## src/design/pbs_pkg.sv

```systemverilog
// ----------------------------------------------------------------------------
// pbs_pkg
// Shared types and constants of the piece block scoreboard.
// ----------------------------------------------------------------------------
package pbs_pkg;

  localparam int BLOCK_SIZE = 16384;
  localparam int MAX_BLOCKS = 64;

  localparam int BLK_BITS  = $clog2(BLOCK_SIZE);
  localparam int IDX_W     = $clog2(MAX_BLOCKS);
  localparam int CNT_W     = IDX_W + 1;
  localparam int LEN_W     = 21;
  localparam int OFF_W     = 20;
  localparam int SIZE_W    = 15;
  localparam int PIECE_W   = 32;
  localparam int CFG_W     = 32;
  localparam int CFG_IDX_W = 1;

  localparam logic [LEN_W-1:0]  LEN_CAP   = LEN_W'(MAX_BLOCKS * BLOCK_SIZE);
  localparam logic [CNT_W-1:0]  CNT_RESET = CNT_W'(MAX_BLOCKS);
  localparam logic [LEN_W-1:0]  TOTAL_MAX = {LEN_W{1'b1}};
  localparam logic [SIZE_W-1:0] BLK_LEN   = SIZE_W'(BLOCK_SIZE);

  localparam logic [CFG_IDX_W-1:0] REG_PIECE_LENGTH = 1'b0;
  localparam logic [CFG_IDX_W-1:0] REG_PIECE_NUMBER = 1'b1;

  typedef enum logic [1:0] {
    KIND_REQUEST = 2'd0,
    KIND_SAVE    = 2'd1,
    KIND_RESET   = 2'd2,
    KIND_NONE    = 2'd3
  } kind_t;

  typedef struct packed {
    kind_t              kind;
    logic [OFF_W-1:0]   save_offset;
    logic [SIZE_W-1:0]  data_size;
  } item_t;

  typedef struct packed {
    logic [LEN_W-1:0]   eff_length;
    logic [CNT_W-1:0]   blk_count;
    logic [PIECE_W-1:0] piece_number;
    logic               clear;
  } cfg_t;

  typedef struct packed {
    logic               granted;
    logic [OFF_W-1:0]   grant_offset;
    logic [SIZE_W-1:0]  grant_length;
    logic [PIECE_W-1:0] grant_piece;
    logic               save_accepted;
    logic               all_retrieved;
    logic               any_pending;
    logic [LEN_W-1:0]   bytes_done;
  } result_t;

endpackage

```

## src/design/pbs_cfg.sv

```systemverilog
// ----------------------------------------------------------------------------
// pbs_cfg
// Configuration registers with clamped piece length and block count.
// ----------------------------------------------------------------------------
module pbs_cfg (
  input  logic                          clk,
  input  logic                          rst,
  input  logic                          cfg_we,
  input  logic [pbs_pkg::CFG_IDX_W-1:0] cfg_index,
  input  logic [pbs_pkg::CFG_W-1:0]     cfg_data,
  output pbs_pkg::cfg_t                 cfg
);
  import pbs_pkg::*;

  logic [LEN_W-1:0]   eff_length;
  logic [CNT_W-1:0]   blk_count;
  logic [PIECE_W-1:0] piece_number;
  logic               clear;

  logic [LEN_W-1:0]   len_in;
  logic [LEN_W-1:0]   len_clamped;
  logic [LEN_W:0]     len_round;

  always_comb begin
    len_in      = cfg_data[LEN_W-1:0];
    len_clamped = (len_in > LEN_CAP) ? LEN_CAP : len_in;
    len_round   = {1'b0, len_clamped} + (LEN_W+1)'(BLOCK_SIZE - 1);
  end

  always_ff @(posedge clk) begin
    if (rst) begin
      eff_length   <= LEN_CAP;
      blk_count    <= CNT_RESET;
      piece_number <= '0;
      clear        <= 1'b0;
    end else begin
      clear <= 1'b0;
      if (cfg_we && cfg_index == REG_PIECE_LENGTH) begin
        eff_length <= len_clamped;
        blk_count  <= len_round[CNT_W+BLK_BITS-1:BLK_BITS];
        clear      <= 1'b1;
      end
      if (cfg_we && cfg_index == REG_PIECE_NUMBER) begin
        piece_number <= cfg_data[PIECE_W-1:0];
      end
    end
  end

  assign cfg = '{eff_length: eff_length, blk_count: blk_count,
                 piece_number: piece_number, clear: clear};

endmodule

```

## src/design/pbs_in_stage.sv

```systemverilog
// ----------------------------------------------------------------------------
// pbs_in_stage
// Input register for one item, with stall toward the sender.
// ----------------------------------------------------------------------------
module pbs_in_stage (
  input  logic                       clk,
  input  logic                       rst,
  input  logic                       item_valid,
  output logic                       item_stall,
  input  logic [1:0]                 kind,
  input  logic [pbs_pkg::OFF_W-1:0]  save_offset,
  input  logic [pbs_pkg::SIZE_W-1:0] data_size,
  input  logic                       advance,
  output logic                       held_valid,
  output pbs_pkg::item_t             held
);
  import pbs_pkg::*;

  logic accept;

  assign item_stall = held_valid && !advance;
  assign accept     = item_valid && !item_stall;

  always_ff @(posedge clk) begin
    if (rst) begin
      held_valid <= 1'b0;
    end else if (accept) begin
      held_valid <= 1'b1;
    end else if (advance) begin
      held_valid <= 1'b0;
    end
  end

  always_ff @(posedge clk) begin
    if (accept) begin
      held <= '{kind: kind_t'(kind), save_offset: save_offset, data_size: data_size};
    end
  end

endmodule

```

## src/design/pbs_core.sv

```systemverilog
// ----------------------------------------------------------------------------
// pbs_core
// Block state vectors, byte total, request and save logic, result register.
// ----------------------------------------------------------------------------
module pbs_core (
  input  logic              clk,
  input  logic              rst,
  input  pbs_pkg::cfg_t     cfg,
  input  logic              held_valid,
  input  pbs_pkg::item_t    held,
  input  logic              advance,
  output logic              result_valid,
  output pbs_pkg::result_t  result
);
  import pbs_pkg::*;

  logic [MAX_BLOCKS-1:0] pend;
  logic [MAX_BLOCKS-1:0] ret;
  logic [LEN_W-1:0]      total;

  logic [MAX_BLOCKS-1:0] pend_next;
  logic [MAX_BLOCKS-1:0] ret_next;
  logic [LEN_W-1:0]      total_next;
  logic [MAX_BLOCKS-1:0] mask;
  logic [MAX_BLOCKS-1:0] miss;
  logic [IDX_W-1:0]      idx;
  logic                  found;
  logic [OFF_W-1:0]      g_off;
  logic [LEN_W-1:0]      rest;
  logic [IDX_W-1:0]      sidx;
  logic                  hit;
  logic [LEN_W:0]        sum;
  logic                  do_step;
  result_t               res_next;

  assign do_step = held_valid && advance;

  always_comb begin
    for (int i = 0; i < MAX_BLOCKS; i++) begin
      mask[i] = (CNT_W'(i) < cfg.blk_count);
    end
    miss  = ~pend & ~ret & mask;
    found = |miss;
    idx   = '0;
    for (int i = MAX_BLOCKS - 1; i >= 0; i--) begin
      if (miss[i]) idx = IDX_W'(i);
    end
    g_off = OFF_W'({idx, {BLK_BITS{1'b0}}});
    rest  = cfg.eff_length - LEN_W'(g_off);

    sidx = held.save_offset[OFF_W-1:BLK_BITS];
    hit  = (held.save_offset[BLK_BITS-1:0] == '0) && ({1'b0, sidx} < cfg.blk_count)
           && pend[sidx];
    sum  = {1'b0, total} + (LEN_W+1)'(held.data_size);

    pend_next  = pend;
    ret_next   = ret;
    total_next = total;
    res_next   = '0;

    case (held.kind)
      KIND_REQUEST: begin
        if (found) begin
          pend_next[idx]        = 1'b1;
          res_next.granted      = 1'b1;
          res_next.grant_offset = g_off;
          res_next.grant_length = (rest < LEN_W'(BLOCK_SIZE)) ? rest[SIZE_W-1:0] : BLK_LEN;
          res_next.grant_piece  = cfg.piece_number;
        end
      end
      KIND_SAVE: begin
        if (hit) begin
          pend_next[sidx]        = 1'b0;
          ret_next[sidx]         = 1'b1;
          total_next             = sum[LEN_W] ? TOTAL_MAX : sum[LEN_W-1:0];
          res_next.save_accepted = 1'b1;
        end
      end
      KIND_RESET: begin
        pend_next  = '0;
        ret_next   = '0;
        total_next = '0;
      end
      default: begin
      end
    endcase

    res_next.all_retrieved = ((ret_next & mask) == mask);
    res_next.any_pending   = |pend_next;
    res_next.bytes_done    = total_next;
  end

  always_ff @(posedge clk) begin
    if (rst || cfg.clear) begin
      pend  <= '0;
      ret   <= '0;
      total <= '0;
    end else if (do_step) begin
      pend  <= pend_next;
      ret   <= ret_next;
      total <= total_next;
    end
  end

  always_ff @(posedge clk) begin
    if (rst) begin
      result_valid <= 1'b0;
    end else if (advance) begin
      result_valid <= held_valid;
    end
  end

  always_ff @(posedge clk) begin
    if (do_step) begin
      result <= res_next;
    end
  end

endmodule

```

## src/design/piece_block_scoreboard_unit.sv

```systemverilog
// ----------------------------------------------------------------------------
// piece_block_scoreboard_unit
// Download scoreboard of one piece: grants missing blocks, takes saves.
//
//   channel   handshake                   payload
//   item      item_valid / item_stall     kind, save_offset, data_size
//   result    result_valid / result_stall granted ... bytes_done
//   config    cfg_we                      cfg_index, cfg_data
//
// An item is accepted into the input register and then moves on to the result register;
// one item per cycle is taken while the result side is not stalled.
// The lowest-missing-block priority encoder over the 64 state bits sets
// the cycle time. Reset clears all blocks to missing, the byte count to
// zero, piece length to the maximum. A stall on results holds both stages.
// ----------------------------------------------------------------------------
module piece_block_scoreboard_unit (
  input  logic                          clk,
  input  logic                          rst,
  input  logic                          cfg_we,
  input  logic [pbs_pkg::CFG_IDX_W-1:0] cfg_index,
  input  logic [pbs_pkg::CFG_W-1:0]     cfg_data,
  input  logic                          item_valid,
  output logic                          item_stall,
  input  logic [1:0]                    kind,
  input  logic [pbs_pkg::OFF_W-1:0]     save_offset,
  input  logic [pbs_pkg::SIZE_W-1:0]    data_size,
  output logic                          result_valid,
  input  logic                          result_stall,
  output logic                          granted,
  output logic [pbs_pkg::OFF_W-1:0]     grant_offset,
  output logic [pbs_pkg::SIZE_W-1:0]    grant_length,
  output logic [pbs_pkg::PIECE_W-1:0]   grant_piece,
  output logic                          save_accepted,
  output logic                          all_retrieved,
  output logic                          any_pending,
  output logic [pbs_pkg::LEN_W-1:0]     bytes_done
);
  import pbs_pkg::*;

  cfg_t    cfg;
  item_t   held;
  logic    held_valid;
  logic    advance;
  result_t result;

  assign advance = !result_valid || !result_stall;

  pbs_cfg u_cfg (
    .clk       (clk),
    .rst       (rst),
    .cfg_we    (cfg_we),
    .cfg_index (cfg_index),
    .cfg_data  (cfg_data),
    .cfg       (cfg)
  );

  pbs_in_stage u_in (
    .clk         (clk),
    .rst         (rst),
    .item_valid  (item_valid),
    .item_stall  (item_stall),
    .kind        (kind),
    .save_offset (save_offset),
    .data_size   (data_size),
    .advance     (advance),
    .held_valid  (held_valid),
    .held        (held)
  );

  pbs_core u_core (
    .clk          (clk),
    .rst          (rst),
    .cfg          (cfg),
    .held_valid   (held_valid),
    .held         (held),
    .advance      (advance),
    .result_valid (result_valid),
    .result       (result)
  );

  assign granted       = result.granted;
  assign grant_offset  = result.grant_offset;
  assign grant_length  = result.grant_length;
  assign grant_piece   = result.grant_piece;
  assign save_accepted = result.save_accepted;
  assign all_retrieved = result.all_retrieved;
  assign any_pending   = result.any_pending;
  assign bytes_done    = result.bytes_done;

endmodule
```

## config.mk

```make
export PLATFORM = sky130hd
export DESIGN_NAME = piece_block_scoreboard_unit
export DESIGN_NICKNAME = d
export VERILOG_FILES = /design/src/design/pbs_pkg.sv /design/src/design/pbs_cfg.sv /design/src/design/pbs_in_stage.sv /design/src/design/pbs_core.sv /design/src/design/piece_block_scoreboard_unit.sv
export SDC_FILE = /design/constraint.sdc
export NUM_CORES = 1
export LEC_CHECK = 0
export ABC_AREA = 1
export BUFFER_PORTS_ARGS = -buffer_cell sky130_fd_sc_hd__clkbuf_2
export CAP_MARGIN = 10
export CORE_ASPECT_RATIO = 0.9
export CORE_MARGIN = 5
export CORE_UTILIZATION = 50
export CTS_CLUSTER_SIZE = 10
export DETAILED_ROUTE_END_ITERATION = 10
export PLACE_DENSITY = 0.69
export SYNTH_ARGS = -nofsm -noshare
export SYNTH_HDL_FRONTEND = slang
export SYNTH_SLANG_ARGS = --single-unit
```

## constraint.sdc

```tcl
create_clock -name clk -period 11.8 [get_ports clk]
set_input_delay 0.59 -clock clk [delete_from_list [all_inputs] [get_ports clk]]
set_output_delay 0.59 -clock clk [all_outputs]
set_load 0.005 [all_outputs]
```

# Yosys cells after proc, flatten, opt, wreduce, memory -nomap -nowiden
# Index checks and enable logic that the tools add are counted.
# word_totals
register_bits	341
inputBits	75
word_cells	216
output_inout_bits	94
# classes
reduce_logical	22
n_addsub	3
n_lt_le_gt_ge	71
muxes	85
bitwise	10
eq_ne	3
# op_table
cell	n
$mux 6	64
$and 64x64->64	4
$lt 6x7->1 const A	32
$mux 64	3
$not 64->64	3
$pmux 64 s3	1
$or 64x64->64	2
$pmux 64 s2	1
$reduce_or 64->1	2
$lt 5x7->1 const A	16
$mux 68	1
$eq 64x64->1	1
$mux 21	3
$lt 4x7->1 const A	8
$pmux 21 s2	1
$lt 3x7->1 const A	4
$add 21x15->22	1
$add 21x14->21 const B	1
$gt 21x21->1 const B	1
$lt 21x15->1 const B	1
$sub 21x20->21	1
$mux 15	1
$logic_not 14->1	1
$lt 1x7->1 const A	2
17 further kinds	39

# Depth between registers and ports, before layout
# depth
word_depth	75
mapped_depth	83
ltp_nobuf	80

# Hierarchy
# Synthesis repeated with hierarchy kept, for this count alone.
# unflattened
cells_unflattened	2767
hier_area_um2	19264.7
# by_module_without_submodules
module	seq_area_each_um2	area_each_um2	cells_per_inst	instances
pbs_core	5345.1	15615.0	2401	1
pbs_cfg	1221.2	2488.6	321	1
pbs_in_stage	1131.1	1157.4	44	1
piece_block_scoreboard_unit	0.0	3.8	1	1

# Worst setup path after synthesis
# No wires, ideal clock.
# synth_path
path_type	reg-to-reg
start	register u_cfg.blk_count[2]
end	register u_core.result[59] (netlist name)
setup_time_ps	141
setup_slack_ps	5790
path_stages_with_launch	82
path_buffers	3
period_less_slack_ps	6010
t_arrival_ps	5868
required_ps	11659
cell_sequence	dfxtp_1 -> buf_2 -> nand2_1 -> o21ai_2 -> nand3_1 -> nand2_1 -> nand2_1 -> nand2_1 -> nand2_1 -> nand2_1 -> nand2_1 -> nand2_1 -> nand2_1 -> nand2_1 -> nand2_1 -> nand2_1 -> nand2_1 -> nand2_1 -> [... 46 more ...] -> nand2_1 -> nand2_2 -> nand2_4 -> buf_2 -> inv_1 -> ha_1 -> inv_1 -> fa_1 -> a31oi_1 -> nor2_1 -> o21ai_0 -> nand2_1 -> xor2_1 -> nand4_1 -> nor4b_1 -> nand2_1 -> clkbuf_1 -> nor2_1
# synth_via
elab_chain_len	69
word_cells_on_any_way	133
cone_classes	1 x add/sub; 65 x order compare; 64 x mux; 1 x bitwise; 2 x reduce/logical
# synth_rtl
item	line_no	source
start, declared	pbs_cfg.sv:16	logic [CNT_W-1:0] blk_count;
start signal, assigned	pbs_cfg.sv:40	blk_count <= len_round[CNT_W+BLK_BITS-1:BLK_BITS];
$lt 6x7->1	pbs_core.sv:40	mask[i] = (CNT_W'(i) < cfg.blk_count);
$and 64x64->64 (*)	pbs_core.sv:42	miss = ~pend & ~ret & mask;
$mux 6 (63 in a row)	pbs_core.sv:46	if (miss[i]) idx = IDX_W'(i);
$mux 6 (*)	pbs_core.sv:46	
named net u_core.idx[0]	pbs_core.sv:26	logic [IDX_W-1:0] idx;
$sub 21x20->21 (*)	pbs_core.sv:49	rest = cfg.eff_length - LEN_W'(g_off);
$lt 21x15->1 (*)	pbs_core.sv:67	res_next.grant_length = (rest < LEN_W'(BLOCK_SIZE)) ? rest[SIZE_W-1:0] : BLK_LEN;
$reduce_and 3->1 (no line) (*)	n/a	
# The timed path passes the listed nets; every way through them passes the cells marked *.
# A chain may end at the register's enable or synchronous reset.

# Final worst setup path
# layout_path
start	register u_cfg.blk_count[2]
end	register u_core.result[63] (netlist name)
# layout_via
elab_chain_len	69
word_cells_on_any_way	133
cone_classes	1 x add/sub; 65 x order compare; 64 x mux; 1 x bitwise; 2 x reduce/logical
# layout_rtl
item	line_no
$lt 6x7->1	pbs_core.sv:40
$and 64x64->64 (*)	pbs_core.sv:42
$mux 6 (63 in a row)	pbs_core.sv:46
$mux 6 (*)	pbs_core.sv:46
named net u_core.idx[0]	pbs_core.sv:26
$sub 21x20->21 (*)	pbs_core.sv:49
$lt 21x15->1 (*)	pbs_core.sv:67
$reduce_and 3->1 (no line) (*)	n/a
# Marks and branches as above.

==> impl_metrics.toml <==
[status]
outcome = "finished clean"

[critical_path]
startpoint_type = "flop"
worstPathArrival_ns = 8.82
crit_type = "reg2reg"
max_stage_delay_ns = 0.58
rr_worst_depth = 78
worst_path_most_repeated_cell = "nand2_1"
crit_required_ns = 12.21
cpMaxStageDelayCell = "dfxtp_1"
critPathMaxFanout = 33
cp-end-kind = "flop"

[cells_and_area]
finalNonFillerCells = 3291
diodes = 0
area_delta_synth_final_pct = 12.3
final.fill_count = 3550
drive_gt1_share_pct = 9.44
fin_nets = 2884

[timing]
max_freq_mhz = 119
rsz0062_at_grt = "false"
slew_headroom_pct = 16.9
drv_slew = 0
max_slew.worst_pin.slew_ns = 1.25
hold_slack_ns = 0.188
hold_violations = 0
period_needed_ns = 8.41
fin_skew_ns = 0.0188
fin_setup_tns_ns = 0
post-route-period-util_pct = 71.3
finalSetupViolCount = 0

[place]
dpl.hpwl_mm = 49.2
io_buffers = 154
dp.cells = 3218
place_congestion = 1.02

[cts]
clock_path_buffers = 3
cts_made_buffers = 40
cts_sinks = 327
clock_latency_ns = 0.58
post_cts_buffers = 0
cts_root_buffer = "clkbuf_16"
hold_buffers = 0
cts.reportedPaths.clkPinSlew_ns = 0.06
cts_resized = 0
tritoncts = "yes"
htree_levels = 2

[min_path]
min_path_type = "in2reg"
worstHoldPathCells = 1

[floorplan]
ios = 169
rows = 67
fp.dieH_microns = 195
initial_core_util_pct = 50.7
die_w_microns = 215
coreArea_sq_um = 37300
fp.dieArea_sq_um = 41800

[pwr]
switching_power_w = 0.000901
p_seq_share_pct = 42.9
vdd_drop_max_mv = 0.101
comb_power_share_pct = 17.1
leakage_nw = 8.85
switching_share_pct = 30.2
power_density_nw_per_um2 = 140
clkPwrFrac_pct = 40.0
internal-power_w = 0.00208

[synthesis]
ys_async_sr_fraction_pct = 0
synth_area_sq_um = 18900
ys_types = 50
netlist_instances = 2686
synth-main-ff-cell = "dfxtp_1"
ys_ff_latch = 327
seq_area_frac_synth_pct = 40.7
synth_edf_count = 115
synth_warnings = 0
syn_area_per_cell_sq_um = 7.04

[routing]
drt_first_pass_iters = 5
drt_iter0_drc = 2125
route.vias.total = 19500
viasPerCell = 5.92
totalWireLength_mm = 69.8
ant_nets = 0
drc = 0
wl_per_cell_microns = 21.2

[global_routing]
grt_max_degree = 113
grt_pass1_vias = 18100
antenna_found_initial = 1
overflow = 0
grt_pass1_wl_mm = 106
grt_usage_pct = 32.1

[run]
drv_cap = 0
## synth_stat cells (12+ instances only)
cell,n,area [sq um]
o22ai_1,21,131
a31oi_1,13,81.3
nor3_1,94,470
nand4_1,46,288
nand3_1,102,510
a21oi_1,252,1260
xor2_1,14,123
buf_4,14,105
a221oi_1,12,105
a22o_1,13,114
clkinv_1,16,60.1
edfxtp_1,115,3450
inv_2,13,48.8
clkbuf_1,125,469
inv_1,320,1200
dfxtp_1,212,4240
ha_1,29,363
o221ai_1,14,123
a211oi_1,80,601
nor2_1,233,875
o21ai_0,313,1570
nand2_1,548,2060
## final timing paths
path | from | to | slack (ns)
max reg2reg | u_cfg.blk_count[2]$_SDFFE_PP0P_ | u_core.result[63]$_SDFFCE_PN0P_ | 3.39
min | save_offset[9] | u_in.held[24]$_DFFE_PP_ | 0.19
min reg2reg | u_cfg.piece_number[15]$_SDFFE_PP0P_ | u_cfg.piece_number[15]$_SDFFE_PP0P_ | 0.45
max | u_cfg.blk_count[2]$_SDFFE_PP0P_ | u_core.result[63]$_SDFFCE_PN0P_ | 3.39
## worst max-delay path: cells and delay by family, from the launching register on
| kind | cells | cell delay, ns |
|---|---|---|
| compound gates | 3 | 0.73 |
| simple gates | 70 | 6.00 |
| fa+ha+maj | 2 | 0.56 |
| xor+xnor | 1 | 0.13 |
| buf+inv | 2 | 0.21 |
| flops | 1 | 0.58 |
## logic make-up after synthesis
| logic type | count (synthesis) | share of synthesized area (%) |
|---|---|---|
| DFF | 327 | 40.7 |
| and+or+nand+nor | 1045 | 23.0 |
| buffers and inverters | 499 | 10.3 |
| adders and majority gates | 31 | 2.13 |
| xor gates and xnor gates | 22 | 1.02 |
| other | 1 | 0.0198 |
| AOI/OAI and AO/OA | 761 | 22.8 |
## power by group through the flow
stage	combinational, W	sequential [W]	clock [W]
finish	0.000510	0.00128	0.00119
global route	0.000565	0.00129	0.00126
CTS	0.000498	0.00128	0.00122
detailed placement	0.000495	0.00130	0
global placement	0.000489	0.00130	0
floorplan	0.000349	0.00129	0
## layer usage
metal	vias up	GRT usage [%]	routed length, microns
met5	-	0	0
met4	0	18.0	4370
met3	199	5.01	5720
met2	929	49.5	30500
met1	9048	43.2	29200
li1	9301	-	-
## cell type report
class | count | area, sq um | area share (%)
Multi-Input combinational cell | 1873 | 9360 | 44.0
Sequential cell | 327 | 7700 | 36.2
Inverter | 349 | 1310 | 6.16
Clock buffer | 67 | 1160 | 5.48
Timing Repair Buffer | 187 | 1040 | 4.89
Tap cell | 483 | 604 | 2.84
Clock inverter | 5 | 81.3 | 0.383
## flip-flops by register name, indices dropped and copies added (netlist names)
| name | cells |
|---|---|
| u_core.total | 21 |
| u_core.result_valid | 1 |
| u_in.held | 37 |
| u_core.pend | 64 |
| u_core.result | 78 |
| u_in.held_valid | 1 |
| u_cfg.eff_length | 21 |
| u_cfg.blk_count | 7 |
| u_cfg.piece_number | 32 |
| u_cfg.clear | 1 |
| u_core.ret | 64 |
## cell usage in the layout, fill, tap and decap left out, types with 14 or more instances in the layout
master	netlist	final
ha_1	29	27
nor3_1	94	93
clkbuf_2	0	154
nand3_1	102	102
edfxtp_1	115	115
nand4_1	46	46
o21ai_0	313	313
nor2_1	233	231
clkbuf_16	0	41
a21oi_1	252	252
buf_4	14	32
nand2_1	548	548
xor2_1	14	14
inv_1	320	319
o22ai_1	21	21
clkinv_1	16	18
clkbuf_1	125	22
o221ai_1	14	14
conb_1	1	14
dfxtp_1	212	212
a211oi_1	80	80
## stage by stage
step | utilization (%) | worst slack [ns] | cell area, sq um | power, W
detailed placement | 53.6 | 3.58 | 20000 | 0.00180
finish | 57.0 | 3.39 | 21300 | 0.00299
global placement | 53.6 | 3.79 | 20000 | 0.00179
floorplan | - | 5.79 | 19000 | 0.00164
global route | 57.0 | 2.50 | 21300 | 0.00312
CTS | 56.9 | 3.51 | 21200 | 0.00299
(Power assumes the default switching activity.)
